**config.mk**
```make
export PLATFORM = sky130hd
export DESIGN_NAME = feti_queue
export DESIGN_NICKNAME = d
export VERILOG_FILES = /design/src/design/feti_pkg.sv /design/src/design/feti_queue.sv
export SDC_FILE = /design/constraint.sdc
export NUM_CORES = 1
export LEC_CHECK = 0
export ABC_AREA = 1
export BUFFER_PORTS_ARGS = -buffer_cell sky130_fd_sc_hd__buf_2
export CORE_MARGIN = 2
export CORE_UTILIZATION = 48
export DETAILED_ROUTE_END_ITERATION = 10
export PLACE_DENSITY = 0.74
export SLEW_MARGIN = 15
export SYNTH_ARGS = -nofsm -noshare
export SYNTH_HDL_FRONTEND = slang
export SYNTH_SLANG_ARGS = --single-unit
```
**constraint.sdc**
```tcl
create_clock -name clk -period 9.95 [get_ports clk]
set_input_delay 1.99 -clock clk [delete_from_list [all_inputs] [get_ports clk]]
set_output_delay 1.99 -clock clk [all_outputs]
set_load 0.02 [all_outputs]
```
**src/design/feti_pkg.sv**
```systemverilog
// Shared types, constants and helper functions for the escape-time pixel unit.
// No dependencies; every design file imports this package.
package feti_pkg;

  // Fixed-point format and frame size
  localparam int FRAC_BITS = 28;
  localparam int MAX_DIM   = 4096;

  // Field widths
  localparam int COORD_W = 12;
  localparam int WORD_W  = 32;
  localparam int STEP_W  = 31;
  localparam int LIMIT_W = 16;
  localparam int KIND_W  = 2;
  localparam int IDX_W   = 3;
  localparam int PAL_W   = 9;
  localparam int PAL_BITS = 8;
  localparam int WIDE_W  = 67;

  // Fractal kinds
  localparam logic [KIND_W-1:0] KIND_MANDEL = 2'd0;
  localparam logic [KIND_W-1:0] KIND_JULIA  = 2'd1;
  localparam logic [KIND_W-1:0] KIND_BURN   = 2'd2;

  // Register indexes
  localparam logic [IDX_W-1:0] REG_KIND   = 3'd0;
  localparam logic [IDX_W-1:0] REG_LIMIT  = 3'd1;
  localparam logic [IDX_W-1:0] REG_XORG   = 3'd2;
  localparam logic [IDX_W-1:0] REG_YORG   = 3'd3;
  localparam logic [IDX_W-1:0] REG_XSTEP  = 3'd4;
  localparam logic [IDX_W-1:0] REG_YSTEP  = 3'd5;

  // Reset values
  localparam logic [LIMIT_W-1:0]       RST_LIMIT = 16'd100;
  localparam logic signed [WORD_W-1:0] RST_XORG  = -32'sd536870912;
  localparam logic signed [WORD_W-1:0] RST_YORG  = -32'sd536870912;
  localparam logic [STEP_W-1:0]        RST_XSTEP = 31'd1677722;
  localparam logic [STEP_W-1:0]        RST_YSTEP = 31'd2236962;

  // Imaginary scale: y / 1.777777 == (y * 1000000 + 888888) / 1777777
  localparam int SCALE_NUM  = 1000000;
  localparam int SCALE_DEN  = 1777777;
  localparam int SCALE_HALF = 888888;
  localparam int DEN_W      = 21;   // bits of the divisor
  localparam int NUM_W      = 51;   // bits of the scaled magnitude
  localparam int QUO_W      = 31;   // quotient stays below 2^31

  // Reciprocal of the divisor in 32 fraction bits; the estimate it gives is
  // the quotient or one less
  localparam int     RECIP_SH    = 32;
  localparam longint SCALE_RECIP = (longint'(1) << RECIP_SH) * SCALE_NUM / SCALE_DEN;
  localparam longint SCALE_RHALF = (longint'(1) << RECIP_SH) * SCALE_HALF / SCALE_DEN;

  // Saturation bounds
  localparam logic signed [WIDE_W-1:0] SAT_MAX = 67'sd2147483647;
  localparam logic signed [WIDE_W-1:0] SAT_MIN = -67'sd2147483648;

  // Work queue depth
  localparam int QUEUE_DEPTH = 2;
  localparam int QPTR_W      = (QUEUE_DEPTH > 1) ? $clog2(QUEUE_DEPTH) : 1;
  localparam int QCNT_W      = $clog2(QUEUE_DEPTH + 1);

  function automatic logic signed [WORD_W-1:0] sat32(input logic signed [WIDE_W-1:0] v);
    logic signed [WORD_W-1:0] r;
    if (v > SAT_MAX) begin
      r = SAT_MAX[WORD_W-1:0];
    end else if (v < SAT_MIN) begin
      r = SAT_MIN[WORD_W-1:0];
    end else begin
      r = v[WORD_W-1:0];
    end
    return r;
  endfunction

  // round(p / 2^s), ties toward plus infinity, saturated to a word
  function automatic logic signed [WORD_W-1:0] round_sat(input logic signed [65:0] p,
                                                         input int s);
    logic signed [WIDE_W-1:0] t;
    t = WIDE_W'(p) + (67'sd1 <<< (s - 1));
    t = t >>> s;
    return sat32(t);
  endfunction

  // Derived fixed-point constants
  localparam longint ONE    = longint'(1) << FRAC_BITS;
  localparam longint FOUR   = ONE * 4;
  localparam longint JRE_L  = -((7 * ONE + 5) / 10);
  localparam longint JIM_L  = (27 * ONE + 50) / 100;
  localparam logic signed [WORD_W-1:0] JULIA_RE = sat32(WIDE_W'(JRE_L));
  localparam logic signed [WORD_W-1:0] JULIA_IM = sat32(WIDE_W'(JIM_L));
  localparam logic signed [WIDE_W-1:0] ESC_BOUND = WIDE_W'(FOUR);

  // Configuration bundle
  typedef struct packed {
    logic [KIND_W-1:0]        kind;
    logic [LIMIT_W-1:0]       limit;
    logic signed [WORD_W-1:0] x_origin;
    logic signed [WORD_W-1:0] y_origin;
    logic [STEP_W-1:0]        x_step;
    logic [STEP_W-1:0]        y_step;
  } feti_cfg_t;

  // One prepared point: start value and additive constant
  typedef struct packed {
    logic signed [WORD_W-1:0] zx;
    logic signed [WORD_W-1:0] zy;
    logic signed [WORD_W-1:0] cre;
    logic signed [WORD_W-1:0] cim;
  } feti_point_t;

  // Queue status seen by both sides
  typedef struct packed {
    logic full;
    logic not_empty;
  } feti_qstat_t;

endpackage

```
**src/design/feti_queue.sv**
```systemverilog
// Short work queue of prepared points between front and back ends.
// Depends on feti_pkg.
module feti_queue import feti_pkg::*; (
  input  logic        clk,
  input  logic        rst,
  input  logic        push,
  input  feti_point_t push_data,
  input  logic        pop,
  output feti_point_t head,
  output feti_qstat_t qstat
);

  feti_point_t        ents [QUEUE_DEPTH];
  logic [QPTR_W-1:0]  wr_ptr;
  logic [QPTR_W-1:0]  rd_ptr;
  logic [QCNT_W-1:0]  count;

  assign head            = ents[rd_ptr];
  assign qstat.full      = (count == QCNT_W'(QUEUE_DEPTH));
  assign qstat.not_empty = (count != '0);

  // Pointers and fill count
  always_ff @(posedge clk) begin
    if (rst) begin
      wr_ptr <= '0;
      rd_ptr <= '0;
      count  <= '0;
    end else begin
      if (push) begin
        wr_ptr <= (wr_ptr == QPTR_W'(QUEUE_DEPTH - 1)) ? '0 : wr_ptr + 1'b1;
      end
      if (pop) begin
        rd_ptr <= (rd_ptr == QPTR_W'(QUEUE_DEPTH - 1)) ? '0 : rd_ptr + 1'b1;
      end
      if (push && !pop) begin
        count <= count + 1'b1;
      end else if (pop && !push) begin
        count <= count - 1'b1;
      end
    end
  end

  // Entry storage
  always_ff @(posedge clk) begin
    if (push) ents[wr_ptr] <= push_data;
  end

endmodule

```
# --- Yosys cells after proc, flatten, opt, wreduce, memory -nomap -nowiden ---
# Memory sizes are Yosys's and may differ from the RTL's. A register that Yosys moved wholly into a read port is not among the register bits.
# Cells that the tools add are included.
op_classes:
  n_reduce_logical: 6
  eq_ne: 1
  div: 0
  n_lt_le_gt_ge: 0
  shifts: 0
  bitwise_logic: 0
  mul: 0
  n_mux: 8
  add_sub_neg: 4
ops:
  columns: ["operator", "count"]
  rows:
  - ["1-bit two-way mux", 6]
  - ["2-bit two-way mux", 2]
  - ["2-bit nonzero test", 2]
  - ["1-bit adder, second input constant", 2]
  - ["2-bit by 1-bit adder with 2-bit output, second input constant", 1]
  - ["2-bit equality test, second input constant", 1]
  - ["1-bit logical AND", 2]
  - ["1-bit logical NOT", 2]
  - ["2-bit by 1-bit subtractor with 2-bit output, second input constant", 1]
word_totals:
  ram_bits: 256
  memories: 1
  inputBits: 132
  mem_bits_ro: 0
  output_inout_bits: 130
  latchBits: 0
  ff_bits: 4
  elab_cells: 23
mem_list:
  columns: ["memory", "depth", "width", "read_ports", "rd_clocked_by_memory_dff", "wr", "line_no", "rtl"]
  rows:
  - ["ents", 2, 128, 1, 1, 1, "feti_queue.sv:13", "feti_point_t ents [QUEUE_DEPTH];"]

# --- Logic depth before layout (Yosys ltp) ---
depth:
  word_depth: 4
  mapped_depth: 8
  mapped_depth_nobuf: 8

# --- Worst setup path before layout ---
# No wires, ideal clock.
synth_timing:
  path_type: "input -> register"
  start: "input push"
  end: "memory ents[0][0] in the netlist's numbering (enable)"
  setup_time_ns: 0.620
  required_ns: 9.330
  stages: 2
  setup_slack_ns: 1.946
  arrival_ns: 7.384
  n_path_buf: 0
  cell_sequence: "inv_1 -> nor2_1"
synth_between:
  elab_chain_len: 2
synth_rtl:
  columns: ["item", "line_no", "rtl"]
  rows:
  - ["from (decl)", "feti_queue.sv:6", "input logic push,"]
  - ["1-bit two-way mux", "feti_queue.sv:45", "if (push) ents[wr_ptr] <= push_data;"]
  - ["1-bit two-way mux (implied by the code)", "feti_queue.sv:45", null]
  - ["to (decl)", "feti_queue.sv:13", null]
# No other way between the ends.

==> reports/metrics.yaml <==
status:
  status: "finished clean"
logic_synthesis:
  synth_edf_count: 256
  synthArstFlopShare: 0
  ys_seq_elements: 261
  synthFlopType: "edfxtp_1"
  synthTopCellsByArea: "edfxtp_1, mux2_2, clkbuf_8, dfxtp_1, buf_6"
  synth.most_common_cell: "edfxtp_1"
  synth_area_per_cell_sq_um: 22.1
  ys_types: 15
  seq_area_frac_synth: 0.817
  yosys_warnings: 0
  syn_area_sq_um: 9530
  yosys.area.top_type_share: 0.806
  yosys.area.top_type: "edfxtp_1"
  synth_cells: 431
  synth_nets: 564
  synthTopCellsByCount: "edfxtp_1, mux2_2, inv_1"
placed_design:
  postPlaceCellArea_sq_um: 11000
  portBuffers: 261
  dp_hpwl_microns: 11600
  finalWeightedCongestion: 0.751
floorplanning:
  dieArea_sq_um: 21000
  die_width_microns: 145
  coreArea_sq_um: 19500
  initial_utilization: 0.490
  die_h_microns: 145
  io_pins: 262
  rows: 51
worst_setup_path:
  reg2reg_to: "ents[1][51]$_DFFE_PP_"
  timing.rr.start: "wr_ptr$_SDFFE_PP0P_"
  required_ns: 7.96
  critical_path_buf_inv_count: 2
  rrSetupSlack_ns: 7.58
  cpMaxStageDelayCell: "dfxtp_4"
  ff2ff_path_depth: 3
  critPathTopFamily: "buffers and inverters"
  crit_path_max_fanout: 67
  arrival_ns: 2.88
  end_kind: "primary output"
  crit_chain: "buf_4 > mux2_2 > buf_2"
  worstSetupPathType: "flop to primary output"
  slowest_delay_ns: 0.85
  crit_path_start_kind: "flop"
grt:
  use_met2: 0.273
  grt_start_max_net_pins: 73
  antenna_found_initial: 2
  grt_pass1_wl_microns: 27500
  overflow: 0
  use_met1: 0.202
  use_met3: 0.0541
  grt_pass1_vias: 5291
  grt-busiest-layer: "met2"
  grt_usage: 0.163
routing:
  wire_per_inst_microns: 17.7
  drc: 0
  routed_wl_microns: 17700
  first_pass_iters: 4
  drt-initial-drc-count: 176
  postRouteAntennaNets: 0
  via_per_inst: 4.90
  vias: 4900
min_path:
  whs_path_depth: 2
  min_to: "wr_ptr$_SDFFE_PP0P_"
  hold_class: "flop to flop"
  hp-start: "wr_ptr$_SDFFE_PP0P_"
run:
  drv_cap: 0
timing:
  tightestPinTransition_ns: 0.975
  finalHoldViolations: 0
  setup_violations: 0
  skew_ns: 0.00509
  tns_ns: 0
  rsz0062_at_grt: "no"
  fmax_mhz: 205
  layout_min_cycle_time_ns: 4.87
  period_share: 0.489
  drv_slew: 0
  maxSlewHeadroom: 0.350
power:
  power_density_nw_per_um2: 220
  pwr-share-comb: 0.104
  switchingPower_w: 0.000580
  p_seq_frac: 0.489
  vdd_drop_max_v: 0.000188
  switching_share: 0.219
  clkPwrFrac: 0.407
  p_leak_nw: 4.54
  internal-power_w: 0.00207
final_layout:
  areaGrowthSynthToFinish_pct: 26.1
  nFillCells: 1410
  fin_util: 0.618
  finalNetCount: 845
  regArea_sq_um: 7790
  multiInputGateArea_sq_um: 1540
  drive_gt1_frac: 0.600
  final_cell_area_sq_um: 12000
clock_network:
  htree_num_levels: 1
  ctsResizeCount: 0
  cts_buffer_depth: 3
  postCtsSetupRepairBufs: 0
  cts_root_buf: "clkbuf_16"
  cts_made_buffers: 28
  clk_pin_slew_ns: 0.06
  cts.sinks: 261
  clock_latency_ns: 0.52
  cts_tree: "built"
  postCtsHoldBufs: 0
==> cells in the final DEF (no fill, tap or decap), types with 3 or more instances in the layout <==
cell,count
buf_2,261
dfxtp_1,4
clkbuf_1,3
nand2_1,6
clkinv_1,4
mux2_2,128
inv_1,8
nor2_1,5
clkbuf_16,29
edfxtp_1,256
bufinv_16,6
buf_4,4
clkinv_2,8
==> cell type report <==
cell class,count,area share
Clock inverter,19,0.0202
Timing Repair Buffer,265,0.111
Sequential cell,261,0.648
Clock buffer,32,0.0613
Antenna cell,1,0.000208
Multi-Input combinational cell,147,0.128
Tap cell,265,0.0276
Inverter,9,0.00302
==> stage by stage <==
| stage | setup slack (ns) | cells | hold WS, ns | total power, W |
|---|---|---|---|---|
| 2_1_floorplan | 1.95 | 431 | 0.480 | 0.00150 |
| 3_3_place_gp | 5.60 | 947 | 0.501 | 0.00159 |
| 3_5_place_dp | 5.55 | 947 | 0.533 | 0.00160 |
| 4_1_cts | 5.00 | 998 | 0.547 | 0.00268 |
| 5_1_grt | 4.93 | 998 | 0.574 | 0.00274 |
| 6_report | 5.08 | 999 | 0.554 | 0.00265 |
==> worst reg2reg max path: cells and delay by family (launching register included) <==
kind	cells	cell delay, ns
buffers and inverters	2	1.41
AND/OR/NAND/NOR	1	0.11
flip-flops	1	0.39
==> cells by family after synthesis <==
logic type,Yosys count,share of synthesized area
and+or+nand+nor,15,0.00643
buffers and inverters,23,0.0222
AOI/OAI and AO/OA,2,0.00105
DFF,261,0.817
adders and majority gates,1,0.00131
xor gates and xnor gates,1,0.000919
muxes,128,0.151
==> routing by layer <==
layer	vias to the layer above	part of all wire
met2	200	0.49
met5	-	0.00062
met4	2	0.029
met1	2386	0.39
li1	2268	-
met3	44	0.090
==> registers in the layout, summed over array words and instances (netlist names), named ones only <==
register / flops
count: 2
rd_ptr: 1
ents: 256
wr_ptr: 1
==> power by group through the flow <==
stage,logic (W),registers [W],clock network [W]
finish,0.000275,0.00130,0.00108
floorplan,0.000191,0.00131,0
detailed placement,0.000277,0.00132,0
global route,0.000294,0.00130,0.00115
global placement,0.000271,0.00132,0
CTS,0.000279,0.00130,0.00110
==> how the worst max path moves through the flow <==
stage	cells after the start	start	endpoint	slack [ns]
3_5_place_dp	3	flop	head[107]	5.55
2_1_floorplan	2	push	ents[0][0]$_DFFE_PP_	1.95
6_report	3	flop	head[107]	5.08
5_1_grt	3	flop	head[107]	4.93
4_1_cts	3	flop	head[107]	5.00
3_3_place_gp	3	flop	head[107]	5.60
No activity file was read; power rests on OpenSTA's default activity.
