===== config.mk =====
export PLATFORM = sky130hd
export DESIGN_NAME = feti_front
export DESIGN_NICKNAME = d
export VERILOG_FILES = /design/src/design/feti_pkg.sv /design/src/design/feti_front.sv
export SDC_FILE = /design/constraint.sdc
export NUM_CORES = 2
export LEC_CHECK = 0
export BUFFER_PORTS_ARGS = -buffer_cell sky130_fd_sc_hd__buf_2
export CAP_MARGIN = 25
export CORE_MARGIN = 2
export CORE_UTILIZATION = 65
export DETAILED_ROUTE_END_ITERATION = 10
export PLACE_DENSITY = 0.89
export SYNTH_ARGS = -nofsm -noshare
export SYNTH_HDL_FRONTEND = slang
export SYNTH_SLANG_ARGS = --single-unit

===== constraint.sdc =====
create_clock -name clk -period 10.33 [get_ports clk]
set_clock_uncertainty 0.2 [all_clocks]
set_input_delay 1.033 -clock clk [delete_from_list [all_inputs] [get_ports clk]]
set_output_delay 1.033 -clock clk [all_outputs]
set_load 0.01 [all_outputs]

===== src/design/feti_pkg.sv =====
// Shared types, constants and helper functions for the escape-time pixel unit.
// No dependencies; every design file imports this package.
package feti_pkg;

  // Fixed-point format and frame size
  localparam int FRAC_BITS = 28;
  localparam int MAX_DIM   = 4096;

  // Field widths
  localparam int COORD_W = 12;
  localparam int WORD_W  = 32;
  localparam int STEP_W  = 31;
  localparam int LIMIT_W = 16;
  localparam int KIND_W  = 2;
  localparam int IDX_W   = 3;
  localparam int PAL_W   = 9;
  localparam int PAL_BITS = 8;
  localparam int WIDE_W  = 67;

  // Fractal kinds
  localparam logic [KIND_W-1:0] KIND_MANDEL = 2'd0;
  localparam logic [KIND_W-1:0] KIND_JULIA  = 2'd1;
  localparam logic [KIND_W-1:0] KIND_BURN   = 2'd2;

  // Register indexes
  localparam logic [IDX_W-1:0] REG_KIND   = 3'd0;
  localparam logic [IDX_W-1:0] REG_LIMIT  = 3'd1;
  localparam logic [IDX_W-1:0] REG_XORG   = 3'd2;
  localparam logic [IDX_W-1:0] REG_YORG   = 3'd3;
  localparam logic [IDX_W-1:0] REG_XSTEP  = 3'd4;
  localparam logic [IDX_W-1:0] REG_YSTEP  = 3'd5;

  // Reset values
  localparam logic [LIMIT_W-1:0]       RST_LIMIT = 16'd100;
  localparam logic signed [WORD_W-1:0] RST_XORG  = -32'sd536870912;
  localparam logic signed [WORD_W-1:0] RST_YORG  = -32'sd536870912;
  localparam logic [STEP_W-1:0]        RST_XSTEP = 31'd1677722;
  localparam logic [STEP_W-1:0]        RST_YSTEP = 31'd2236962;

  // Imaginary scale: y / 1.777777 == (y * 1000000 + 888888) / 1777777
  localparam int SCALE_NUM  = 1000000;
  localparam int SCALE_DEN  = 1777777;
  localparam int SCALE_HALF = 888888;
  localparam int DEN_W      = 21;   // bits of the divisor
  localparam int NUM_W      = 51;   // bits of the scaled magnitude
  localparam int QUO_W      = 31;   // quotient stays below 2^31

  // Reciprocal of the divisor in 32 fraction bits; the estimate it gives is
  // the quotient or one less
  localparam int     RECIP_SH    = 32;
  localparam longint SCALE_RECIP = (longint'(1) << RECIP_SH) * SCALE_NUM / SCALE_DEN;
  localparam longint SCALE_RHALF = (longint'(1) << RECIP_SH) * SCALE_HALF / SCALE_DEN;

  // Saturation bounds
  localparam logic signed [WIDE_W-1:0] SAT_MAX = 67'sd2147483647;
  localparam logic signed [WIDE_W-1:0] SAT_MIN = -67'sd2147483648;

  // Work queue depth
  localparam int QUEUE_DEPTH = 2;
  localparam int QPTR_W      = (QUEUE_DEPTH > 1) ? $clog2(QUEUE_DEPTH) : 1;
  localparam int QCNT_W      = $clog2(QUEUE_DEPTH + 1);

  function automatic logic signed [WORD_W-1:0] sat32(input logic signed [WIDE_W-1:0] v);
    logic signed [WORD_W-1:0] r;
    if (v > SAT_MAX) begin
      r = SAT_MAX[WORD_W-1:0];
    end else if (v < SAT_MIN) begin
      r = SAT_MIN[WORD_W-1:0];
    end else begin
      r = v[WORD_W-1:0];
    end
    return r;
  endfunction

  // round(p / 2^s), ties toward plus infinity, saturated to a word
  function automatic logic signed [WORD_W-1:0] round_sat(input logic signed [65:0] p,
                                                         input int s);
    logic signed [WIDE_W-1:0] t;
    t = WIDE_W'(p) + (67'sd1 <<< (s - 1));
    t = t >>> s;
    return sat32(t);
  endfunction

  // Derived fixed-point constants
  localparam longint ONE    = longint'(1) << FRAC_BITS;
  localparam longint FOUR   = ONE * 4;
  localparam longint JRE_L  = -((7 * ONE + 5) / 10);
  localparam longint JIM_L  = (27 * ONE + 50) / 100;
  localparam logic signed [WORD_W-1:0] JULIA_RE = sat32(WIDE_W'(JRE_L));
  localparam logic signed [WORD_W-1:0] JULIA_IM = sat32(WIDE_W'(JIM_L));
  localparam logic signed [WIDE_W-1:0] ESC_BOUND = WIDE_W'(FOUR);

  // Configuration bundle
  typedef struct packed {
    logic [KIND_W-1:0]        kind;
    logic [LIMIT_W-1:0]       limit;
    logic signed [WORD_W-1:0] x_origin;
    logic signed [WORD_W-1:0] y_origin;
    logic [STEP_W-1:0]        x_step;
    logic [STEP_W-1:0]        y_step;
  } feti_cfg_t;

  // One prepared point: start value and additive constant
  typedef struct packed {
    logic signed [WORD_W-1:0] zx;
    logic signed [WORD_W-1:0] zy;
    logic signed [WORD_W-1:0] cre;
    logic signed [WORD_W-1:0] cim;
  } feti_point_t;

  // Queue status seen by both sides
  typedef struct packed {
    logic full;
    logic not_empty;
  } feti_qstat_t;

endpackage


===== src/design/feti_front.sv =====
// Front end: accepts a pixel, maps it to a complex point and, outside Julia mode, scales the
// imaginary part by a reciprocal multiply and one correction. Depends on feti_pkg.
module feti_front import feti_pkg::*; (
  input  logic                 clk,
  input  logic                 rst,
  input  feti_cfg_t            cfg,
  input  logic                 in_valid,
  output logic                 in_stall,
  input  logic [COORD_W-1:0]   column,
  input  logic [COORD_W-1:0]   row,
  input  feti_qstat_t          qstat,
  output logic                 push,
  output feti_point_t          push_data
);

  localparam logic [2:0] F_IDLE  = 3'd0;
  localparam logic [2:0] F_MUL   = 3'd1;
  localparam logic [2:0] F_SUM   = 3'd2;
  localparam logic [2:0] F_SCALE = 3'd3;
  localparam logic [2:0] F_EST   = 3'd4;
  localparam logic [2:0] F_PUSH  = 3'd5;

  logic [2:0]                 state;
  logic [COORD_W-1:0]         col_r;
  logic [COORD_W-1:0]         row_r;
  logic [COORD_W+STEP_W-1:0]  prod_x;
  logic [COORD_W+STEP_W-1:0]  prod_y;
  logic signed [WORD_W-1:0]   px;
  logic signed [WORD_W-1:0]   py;
  logic                       py_neg;
  logic [NUM_W-1:0]           num;
  logic [QUO_W-1:0]           est;
  logic [DEN_W:0]             rem;

  logic [COORD_W-1:0]         col_clamp;
  logic [COORD_W-1:0]         row_clamp;
  logic signed [WIDE_W-1:0]   sum_x;
  logic signed [WIDE_W-1:0]   sum_y;
  logic [WORD_W:0]            py_negated;
  logic [WORD_W-1:0]          mag;
  logic [NUM_W:0]             num_full;
  logic [2*WORD_W-1:0]        est_full;
  logic [NUM_W-1:0]           back_prod;
  logic [NUM_W-1:0]           diff;
  logic                       ge;
  logic [QUO_W-1:0]           quo;
  logic signed [WORD_W-1:0]   cim_scaled;

  assign in_stall = (state != F_IDLE);

  // Out-of-frame indexes pin to the last pixel
  always_comb begin
    col_clamp = column;
    row_clamp = row;
    if (32'(column) >= MAX_DIM) col_clamp = COORD_W'(MAX_DIM - 1);
    if (32'(row) >= MAX_DIM) row_clamp = COORD_W'(MAX_DIM - 1);
  end

  // Point = origin + index * step, saturated
  assign sum_x = WIDE_W'(cfg.x_origin) + $signed(WIDE_W'(prod_x));
  assign sum_y = WIDE_W'(cfg.y_origin) + $signed(WIDE_W'(prod_y));

  // Magnitude of py times the scale numerator, plus half the divisor
  assign py_negated = -{py[WORD_W-1], py};
  assign mag        = py[WORD_W-1] ? py_negated[WORD_W-1:0] : py;
  assign num_full   = (NUM_W+1)'(mag) * (NUM_W+1)'(SCALE_NUM) + (NUM_W+1)'(SCALE_HALF);

  // Quotient estimate from the reciprocal, never above the true quotient
  assign est_full = (2*WORD_W)'(mag) * (2*WORD_W)'(SCALE_RECIP) +
                    (2*WORD_W)'(SCALE_RHALF);

  // Remainder of the estimate; one divisor or more left means one short
  assign back_prod = NUM_W'(est) * NUM_W'(SCALE_DEN);
  assign diff      = num - back_prod;
  assign ge        = (rem >= (DEN_W+1)'(SCALE_DEN));
  assign quo       = est + QUO_W'(ge);

  assign cim_scaled = py_neg ? -$signed({1'b0, quo}) : $signed({1'b0, quo});

  // Queue entry
  always_comb begin
    if (cfg.kind == KIND_JULIA) begin
      push_data.zx  = px;
      push_data.zy  = py;
      push_data.cre = JULIA_RE;
      push_data.cim = JULIA_IM;
    end else begin
      push_data.zx  = '0;
      push_data.zy  = '0;
      push_data.cre = px;
      push_data.cim = cim_scaled;
    end
  end

  assign push = (state == F_PUSH) && !qstat.full;

  // Control
  always_ff @(posedge clk) begin
    if (rst) begin
      state <= F_IDLE;
    end else begin
      case (state)
        F_IDLE:  if (in_valid) state <= F_MUL;
        F_MUL:   state <= F_SUM;
        F_SUM:   state <= (cfg.kind == KIND_JULIA) ? F_PUSH : F_SCALE;
        F_SCALE: state <= F_EST;
        F_EST:   state <= F_PUSH;
        F_PUSH:  if (!qstat.full) state <= F_IDLE;
        default: state <= F_IDLE;
      endcase
    end
  end

  // Datapath
  always_ff @(posedge clk) begin
    case (state)
      F_IDLE: begin
        if (in_valid) begin
          col_r <= col_clamp;
          row_r <= row_clamp;
        end
      end
      F_MUL: begin
        prod_x <= col_r * cfg.x_step;
        prod_y <= row_r * cfg.y_step;
      end
      F_SUM: begin
        px <= sat32(sum_x);
        py <= sat32(sum_y);
      end
      F_SCALE: begin
        py_neg <= py[WORD_W-1];
        num    <= num_full[NUM_W-1:0];
        est    <= est_full[RECIP_SH +: QUO_W];
      end
      F_EST: begin
        rem <= diff[DEN_W:0];
      end
      default: begin
      end
    endcase
  end

endmodule


After elaboration in Yosys (flattened, before gate mapping)
Index checks and enable logic that the tools add are counted. W data, S select, Z words.

Register bits: 253. Bits of input ports: 173. Output and inout port bits: 130.

$add $sub $neg: 8. $mul: 5. $lt $le $gt $ge: 5. Equality and inequality tests: 8. Multiplexer cells: 9. Reductions and logical operators: 6.

Operators with widths (number): $mux W128 (1); $mux W32 (4); $add A32 B44 Y45 (2); $gt A45 B32 Y1 const B (2); $lt A45 B32 Y1 const B (2); $mul A12 B31 Y43 (2); $add A63 B31 Y63 const B (1); $mul A32 B27 Y58 const B (1); $mul A32 B14 Y16 const B (1); $neg A31 Y32 (1); $neg A32 Y32 (1); $add A31 B1 Y31 (1); $mul A31 B21 Y22 const B (1); $add A22 B20 Y22 const B (1); $ge A22 B21 Y1 const B (1); $sub A22 B22 Y22 (1); $pmux W3 S6 (1); $mux W3 (3); $eq A3 B2 Y1 const B (2); $eq A3 B3 Y1 const B (2); $ne A2 B2 Y1 const B (2); $reduce_and A2 Y1 (2); $eq A3 B1 Y1 const B (1); $logic_not A3 Y1 (1); 4 further kinds (4).

Longest topological paths before layout
Depth in word-level cells: 5. Depth in mapped cells: 29. Mapped depth without buffers: 28.

Worst setup path after synthesis
OpenSTA, ideal clock, no wires.

Path kind: register to register. Start point: reg py[0]. End point: reg est[29] (data pin). Setup time: 0.268 ns. Arrival: 6.901 ns. Data required time: 9.862 ns. Slack: 2.961 ns. Stages on the path, launching flop included: 29. Cells stage by stage: edfxtp_1 inv_1 ha_1 nand3b_1 nand2b_1 o41ai_1 xor2_1 inv_1 ha_1 ha_1 ha_1 inv_1 fa_1 inv_1 ha_1 ha_1 ha_1 clkbuf_1 nand2_1 nor4_1 o2111ai_1 a211oi_1 nor3_1 o21ai_0 xor2_1 nand3_1 or4_4 nor4_2 xor2_1.

Longest elaborated chain between the ends: 4.

RTL lines: start: declaration (line feti_front.sv:29) `logic signed [WORD_W-1:0] py;`; start signal: assignment (line feti_front.sv:129) `py <= sat32(sum_y);`; $neg A32 Y32 (line feti_front.sv:64) `assign py_negated = -{py[WORD_W-1], py};`; $mux W32 (*) (line feti_front.sv:65) `assign mag = py[WORD_W-1] ? py_negated[WORD_W-1:0] : py;`; $mul A32 B27 Y58 (*) (line feti_front.sv:69) `assign est_full = (2*WORD_W)'(mag) * (2*WORD_W)'(SCALE_RECIP) +`; $add A63 B31 Y63 (*) (line feti_front.sv:69); named net est_full[61] (line feti_front.sv:42) `logic [2*WORD_W-1:0] est_full;`; end signal: assignment (line feti_front.sv:134) `est <= est_full[RECIP_SH +: QUO_W];`; end: declaration (line feti_front.sv:32) `logic [QUO_W-1:0] est;`.

The timed path passes the listed nets; every way through them passes the cells marked *. A chain may end at the register's enable or synchronous reset.

Worst setup path after layout
Start point: reg py[0]. End point: reg est[28] (data pin).

Same word-level chain as after synthesis.

==> flow_metrics.py <==
metrics = {
    "run_status": {
        "status": "finished, final reports clean",
    },
    "sta": {
        "min_period_ns": 8.728,
        "max_freq_mhz": 114.6,
        "fin_tns_setup_ns": 0,
        "min_period_over_period_pct": 84.49,
        "finalHoldViolations": 0,
        "rsz0062_at_grt": "no",
        "maxSlewHeadroom_pct": 29.62,
        "finalSetupViolCount": 0,
        "worst_pin_slew_ns": 1.048,
        "drv_slew": 0,
    },
    "logic_synthesis": {
        "ys_seq_area_share_pct": 14.39,
        "yosys.area.top_type": "fa_1",
        "synth_top_flop_cell": "edfxtp_1",
        "syn_inst": 5702,
        "netlist_area_sq_um": 51330,
        "synth_edf_count": 244,
        "ys_ff_latch": 247,
        "synth_area_per_cell_sq_um": 9.001,
        "synth-async-reset-ratio_pct": 0,
        "yosys.area.top_type_share_pct": 26.44,
        "synth_fp_nets": 7234,
        "yosysUniqueCellTypes": 100,
        "synth_area_leaders": "fa_1 26%, ha_1 17%, edfxtp_1 14%, inv_1 6.4%, nand2_1 5.3%",
        "yosys-top-cells-count": "875 x inv_1, 718 x nand2_1, 681 x ha_1, 678 x fa_1, 311 x and2_1",
        "yosysMostFrequentCell": "inv_1",
        "synth_warnings": 0,
    },
    "die": {
        "io_pins": 303,
        "start_util_pct": 65.29,
        "fp.dieArea_sq_um": 81230,
        "coreArea_sq_um": 78610,
        "fp.dieH_um": 285,
        "core.rowCount": 103,
        "die_w_um": 285,
    },
    "layout": {
        "multi_input_area_sq_um": 39800,
        "seqCellArea_sq_um": 7387,
        "fill_cells": 5837,
        "layout.nets": 7352,
        "drive_gt1_share_pct": 7.648,
        "design_area_sq_um": 54600,
        "area_growth_pct": 6.375,
        "layoutNonFillerInstCount": 6900,
    },
    "clock_network": {
        "clk_path_buf_depth": 3,
        "clk_pin_slew_ns": 0.08,
        "numCtsBuffers": 31,
        "clk_latency_ns": 0.64,
        "clock-root-buffer": "clkbuf_16",
        "post_cts_resize_count": 0,
        "cts_tree": "done",
        "h-tree-depth": 1,
        "cts_sinks": 247,
        "postCtsSetupBuffers": 0,
        "hold_buffers": 0,
    },
    "run": {
        "maxCapViolCount": 0,
    },
    "min_path": {
        "holdCritPathClass": "input pin to register",
    },
    "place": {
        "dp_cells": 6833,
        "dpl.hpwl_um": 108100,
        "io_buffer_count": 285,
        "gp_congestion": 0.9771,
        "place_area_sq_um": 53490,
    },
    "global_route": {
        "grt-ovfl-total": 0,
        "grt_max_degree": 82,
        "grt_pass1_vias": 43520,
        "grt_first_pass_wirelength_um": 216300,
        "antenna_found_initial": 8,
        "track_usage_pct": 32.85,
    },
    "route": {
        "drt_iter0_drc": 2909,
        "wl_per_cell_um": 19.42,
        "drc": 0,
        "firstDrtPassIters": 6,
        "vias_per_cell": 6.035,
        "num_vias": 41640,
        "antenna_left": 0,
        "wirelength_um": 134000,
    },
    "critical_path": {
        "crit_fanout": 11,
        "crit_path_frequent_cell": "ha_1",
        "path_class": "register to register",
        "cp_data_arrival_time_ns": 8.87,
        "slowest_delay_ns": 0.63,
        "required_ns": 10.47,
        "critical_path.startpoint_type": "register",
        "cp-end-kind": "register",
        "crit_slowest_cell": "edfxtp_1",
    },
}
[metal layers]
metal | part of all wire (%) | wire (um) | up-vias | global-route usage [%]
met1 | 38 | 51120 | 20180 | 40.41
met4 | 4.7 | 6259 | 2 | 14.93
li1 | - | - | 19090 | -
met2 | 49 | 65310 | 1943 | 56.74
met3 | 8.4 | 11300 | 428 | 5.520
met5 | 0.0075 | 10 | - | 0
[stage by stage]
stage               hold WS [ns]  worst slack [ns]  utilization [%]
floorplan                 0.3089             2.961                -
global placement          0.3776             1.970            67.97
detailed placement        0.4105             1.761            68.04
CTS                       0.3518             1.704            69.32
global route              0.3589             1.214            69.44
finish                    0.3661             1.602            69.45
[final timing paths]
| path | cells after the start | from | slack [ns] | to |
|---|---|---|---|---|
| worst max-delay path | 27 | py[0]$_SDFFCE_PN1P_ | 1.60 | est[28]$_DFFE_PN_ |
| worst min-delay path | 1 | row[6] | 0.37 | row_r[6]$_DFFE_PP_ |
| worst max register to register | 27 | py[0]$_SDFFCE_PN1P_ | 1.60 | est[28]$_DFFE_PN_ |
| worst min register to register | 2 | state[0]$_SDFFE_PP0P_ | 0.43 | state[1]$_SDFFE_PP0P_ |
[state kept, by name, summed over array words and instances, names as in the netlist, 3 cells and up]
register	flops
prod_x	43
row_r	12
rem	22
col_r	12
num	16
px	32
py	32
state	3
prod_y	43
est	31
[worst max-delay path: cells and delay by family (launching register included)]
family          cells  cell delay, ns
xor+xnor            3            0.94
flops               1            0.63
buf+inv             4            0.52
compound gates      4            1.27
simple gates        8            2.11
fa+ha+maj           8            2.76
[cells in the final DEF, fill, tap and decap left out, types with 32 or more instances in the layout]
cell type  count
nor2_1       198
nand2b_1      52
a211oi_1      35
nand3_1       77
nand2_1      718
ha_1         681
nand4_1       44
xor2_1       111
buf_2        285
xnor2_1      233
edfxtp_1     244
a21o_1       132
nor2b_1       34
and3_1        42
fa_1         678
nor3_1        74
inv_1        875
a21oi_1      222
and2_1       311
o21bai_1      41
o21ai_0      221
o21a_1        32
[cells by family (layout without fill, tap and decap cells)]
kind of cell / count (synthesis) / count (layout) / synth area share (%)
xor gates and xnor gates: 346 / 346 / 5.934
buffers and inverters: 1111 / 1254 / 8.171
DFF: 247 / 247 / 14.39
AOI/OAI and AO/OA: 938 / 938 / 12.01
muxes: 10 / 10 / 0.2048
other: 0 / 5 / 0
adders and majority gates: 1359 / 1359 / 43.05
and+or+nand+nor: 1691 / 1691 / 16.24
[layout make-up]
class	count	area share, %
clock inverters	21	0.3758
clock buffers	37	1.462
diodes	5	0.02292
flip-flops and latches	247	13.53
inverters	875	6.016
multi-input cells	4344	72.90
repair buffers	321	3.291
well taps	1050	2.406
Power is left out: the tool's default activity adds up to more than one toggle a clock period on the data nets, which glitch-free logic cannot reach.
